`config.mk`:
```
export PLATFORM = sky130hd
export DESIGN_NAME = cacs_ram
export DESIGN_NICKNAME = d
export VERILOG_FILES = /design/src/rtl/cacs_ram.sv
export SDC_FILE = /design/constraint.sdc
export NUM_CORES = 1
export LEC_CHECK = 0
export BUFFER_PORTS_ARGS = -buffer_cell sky130_fd_sc_hd__buf_2
export CORE_AREA = 2 2 110 112
export CTS_CLUSTER_SIZE = 25
export DETAILED_ROUTE_END_ITERATION = 10
export DIE_AREA = 0 0 112 114
export PLACE_DENSITY = 0.69
export SYNTH_ARGS = -nofsm -noshare
export SYNTH_HDL_FRONTEND = slang
export SYNTH_SLANG_ARGS = --single-unit
```
`constraint.sdc`:
```
create_clock -name clk -period 1.83 [get_ports clk]
set_clock_uncertainty 0.05 [all_clocks]
set_input_delay 0.0915 -clock clk [delete_from_list [all_inputs] [get_ports clk]]
set_output_delay 0.0915 -clock clk [all_outputs]
set_load 0.03 [all_outputs]
```
`src/rtl/cacs_ram.sv`:
```
// Generic simple dual-port RAM: one write port, one read port, registered read.
// No dependencies.
`timescale 1ns / 1ps
`default_nettype none

module cacs_ram #(
  parameter int WIDTH = 8,
  parameter int DEPTH = 16
) (
  input  wire logic                                    clk,
  input  wire logic                                    we,
  input  wire logic [(DEPTH > 1 ? $clog2(DEPTH) : 1)-1:0] waddr,
  input  wire logic [WIDTH-1:0]                        wdata,
  input  wire logic [(DEPTH > 1 ? $clog2(DEPTH) : 1)-1:0] raddr,
  output logic      [WIDTH-1:0]                        rdata
);

  logic [WIDTH-1:0] mem [DEPTH];

  always_ff @(posedge clk) begin
    if (we) begin
      mem[waddr] <= wdata;
    end
    rdata <= mem[raddr];
  end

endmodule : cacs_ram

`default_nettype wire

```
Yosys cells after proc, flatten, opt, wreduce, memory -nomap -nowiden
Memories as Yosys holds them, arrays and structs flattened. A register that Yosys moved wholly into a read port is not among the register bits.
Index checks and enable logic that the tools add are counted.
{"block": "totals", "ff_bits": 0, "latchBits": 0, "ram_bits": 128, "mem_bits_ro": 0, "input_bits": 18, "out_inout_bits": 8, "word_cells": 3, "n_memories": 1}
{"memory": "mem", "words": 16, "width": 8, "rd": 1, "rd_clocked_by_memory_dff": 1, "write_ports": 1, "line_no": "18", "source": "logic [WIDTH-1:0] mem [DEPTH];"}
{"block": "classes", "n_addsub": 0, "multipliers": 0, "div": 0, "order_cmp": 0, "eq_ne": 0, "shift": 0, "muxes": 2, "bitwise_logic": 0, "n_reduce_logical": 0}
{"operator": "$mux 1", "count": 2}

Logic depth before layout (Yosys ltp)
{"block": "logic_depth", "word_depth": 2, "ltp_mapped": 5}

Worst setup path before layout
Ideal clock, no wire load.
{"block": "synth_path", "path_kind": "input to register", "startpoint": "input port waddr[2] in the netlist's numbering", "endpoint": "memory mem[0][0], enable pin", "setup_time_ps": 383, "arrival_time_ps": 1201, "t_required_ps": 1397, "slack_ps": 196, "stages": 2, "n_path_buf": 0, "path_cell_list": "or3b_2 nor3_1"}
{"item": "from (decl)", "line_no": "12", "source": "input wire logic [(DEPTH > 1 ? $clog2(DEPTH) : 1)-1:0] waddr,"}
{"item": "to (decl)", "line_no": "18"}
Straight into the memory's write port.

==> run_results.csv <==
group,metric,value,unit
run_status,outcome,"completed",
floorplan,floorplan.io_pins,26,
detailed_routing,detailroute.via_count,2477,
pwr,pwr_density_cell,1160,nW/um2
cells_and_area,finalNetCount,307,
grt,global_route.usage.total,0.172,
setup_path,worst_setup_path_start_kind,"flop",
grt,number_of_antenna_violations_at_the_first_check_in_global_routing,0,
sta,grt_setup_unrepaired,"no",
cells_and_area,layoutNonFillerInstCount,449,
setup_path,path_buf_inv,0,
pwr,leakage,2.11,nW
setup_path,critical-path-slowest-cell,"mux4_1",
cts,clock_tree.buffer_depth,2,
cells_and_area,post_route_cells_drive_above_1_share,0.334,
cts,cts_tree,"done",
setup_path,critPathMaxFanout,1,
grt,vias_in_the_first_global_route,2587,
setup_path,path_cells,"mux4_1 -> a22oi_1 -> nand2_1",
cts,cts.sink_count,136,
setup_path,crit_path_start,"mem[1][1]$_DFFE_PP_",
cells_and_area,area_of_the_multi_input_gates,1060,um2
cts,cts-buffers-inserted,17,
floorplan,core_area,11700,um2
detailed_routing,detail_route.wirelength,10.2,mm
setup_path,critical_path.reg2reg.startpoint,"mem[1][1]$_DFFE_PP_",
worst_hold_path,hp-start,"wdata[5]",
yosys,syn_avg_cell_area,22.5,um2
cts,post_cts_resized,0,
grt,grt_start_max_net_pins,23,
place,dpl.cell_count,417,
cts,htree_num_levels,4,
setup_path,worst_path_largest_cell_delay,500,ps
detailed_routing,post_drt_via_cell_ratio,5.52,
yosys,post_synth_num_cell_types,19,
cts,cts.hold.buffers_added,0,
cells_and_area,antennaDiodeCount,0,
cells_and_area,area_growth,19.8,%
floorplan,die_height,114,um
cts,clock_insertion_delay_worst_skew,410,ps
yosys,synth_fp_nets,247,
detailed_routing,drt_iter0_markers,170,
cts,post_cts.repair.setup_buffers,0,
setup_path,path_class,"reg2reg",
yosys,ys_seq_area_frac,0.778,
cts,clockRootBuffer,"clkbuf_16",
place,gp_congestion,0.787,
sta,final_hold_violation_count,0,
yosys,synthesis.instances,229,
setup_path,required_time_reported_for_the_critical_path_endpoint,2060,ps
place,port_buffers,25,
grt,grt_overflow_total,0,
sta,setup_viol,0,
sta,worst_slew_pin_slew,386,ps
sta,timing.final.crit_share,0.792,
floorplan,placement_rows,40,
sta,timing.final.max_slew_violations,0,
sta,maxSlewHeadroom,0.743,
floorplan,design.die.area,12800,um2
detailed_routing,drt_pre_antenna_iters,4,
yosys,ys_warn_count,0,
detailed_routing,ant_nets,0,
setup_path,timing.critical_path.max_delay_family,"multiplexers",
worst_hold_path,hp-class,"in2reg",
cells_and_area,area.sequential,4000,um2
cts,cts.clk_slew.worst_paths,60,ps
sta,final.min_clock_period,1450,ps
grt,wire_length_of_the_first_global_routing_pass,15.6,mm
sta,achievable-frequency,0.690,GHz
setup_path,worst_setup_path_end_kind,"flop",
detailed_routing,avgRoutedWirePerCell,22.7,um
pwr,max-vdd-ir-drop,815,uV
flow_run,maxCapViolations,0,
yosys,synth-seq-cells,136,
floorplan,initial_utilization,0.440,
yosys,synth_area,5150,um2
setup_path,worstPathArrival,1680,ps
place,dp_hpwl,6.45,mm
cells_and_area,num-fill-cells,919,
sta,setup_total_negative_slack,0,ps
detailed_routing,route.detailed.drc,0,
floorplan,die_x,112,um
stage by stage:
stage | cell area, um2 | hold slack [ps] | setup WS [ps] | total power, mW | util
6_report | 6170 | 13.6 | 380 | 7.17 | 0.527
5_1_grt | 6170 | 17.9 | 318 | 7.37 | 0.527
4_1_cts | 6170 | 1.00 | 376 | 7.21 | 0.527
3_5_place_dp | 5590 | 432 | 230 | 3.95 | 0.477
3_3_place_gp | 5590 | 428 | 240 | 3.94 | 0.477
2_1_floorplan | 5150 | 140 | 196 | 3.78 | -
power breakdown:
group	internal [mW]	switching (mW)	total [mW]
Clock	2.01	1.28	3.29
Sequential	3.48	0.0254	3.51
Combinational	0.146	0.223	0.369
cells by family (layout without fill, tap and decap cells):
family,count (synthesis),count (layout),synth area share
buffers and inverters,10,83,0.0168
and+or+nand+nor,35,35,0.0318
DFF,136,136,0.778
AOI/OAI and AO/OA,16,16,0.0233
muxes,32,32,0.150
Yosys cell counts (all sizes together):
| library cell | n | share of area |
|---|---|---|
| edfxtp | 128 | 0.75 |
| mux4 | 32 | 0.15 |
| a22oi | 16 | 0.023 |
| nor2 | 13 | 0.0095 |
| nand2 | 9 | 0.0066 |
| dfxtp | 8 | 0.031 |
| buf | 7 | 0.011 |
| nor3 | 4 | 0.0039 |
| clkdlybuf4s25 | 3 | 0.0058 |
| nand2b | 2 | 0.0024 |
| nand3b | 2 | 0.0029 |
| and2 | 1 | 0.0012 |
| and2b | 1 | 0.0015 |
| nand3 | 1 | 0.00097 |
| nor2b | 1 | 0.0012 |
| or3b | 1 | 0.0017 |
registers in the layout, summed over array words and instances, names as in the netlist:
register and cells:
mem 128, rdata 8
final cells by class:
cell class / instances / share of cell area
sequential: 136 / 0.649
multi-input combinational: 83 / 0.171
clock buffer: 18 / 0.0696
timing repair buffer: 51 / 0.0560
clock inverter: 14 / 0.0241
tap: 147 / 0.0298
final timing paths:
kind	to	slack [ps]	depth (start not counted)
setup / recovery	rdata[1]$_DFF_P_	380	3
setup reg to reg	rdata[1]$_DFF_P_	380	3
hold / removal	mem[6][5]$_DFFE_PP_	10	1
hold reg to reg	rdata[0]$_DFF_P_	620	3
per-layer routing:
layer	part of all wire	vias to the layer above	track usage	wire (um)
met5	0	-	0	0
met3	0.057	5	0.0521	579
li1	-	1091	-	-
met1	0.43	1307	0.239	4410
met2	0.50	74	0.273	5120
met4	0.0069	0	0.0415	70
worst register-to-register path, stage by stage, from the launching register on:
cell	delay, ps
edfxtp_1	360
mux4_1	500
a22oi_1	280
nand2_1	130
layout by cell type (no fill, tap or decap), drive strengths merged:
master / n
nor2b: 1
a22oi: 16
dfxtp: 8
edfxtp: 128
buf: 51
mux4: 32
inv: 3
nor2: 13
clkinv: 5
clkbuf: 18
and2: 1
nand3b: 2
and2b: 1
nor3: 4
nand2: 9
clkinvlp: 4
nand2b: 2
or3b: 1
nand3: 1
bufinv: 2
No activity file was read; power rests on OpenSTA's default activity.
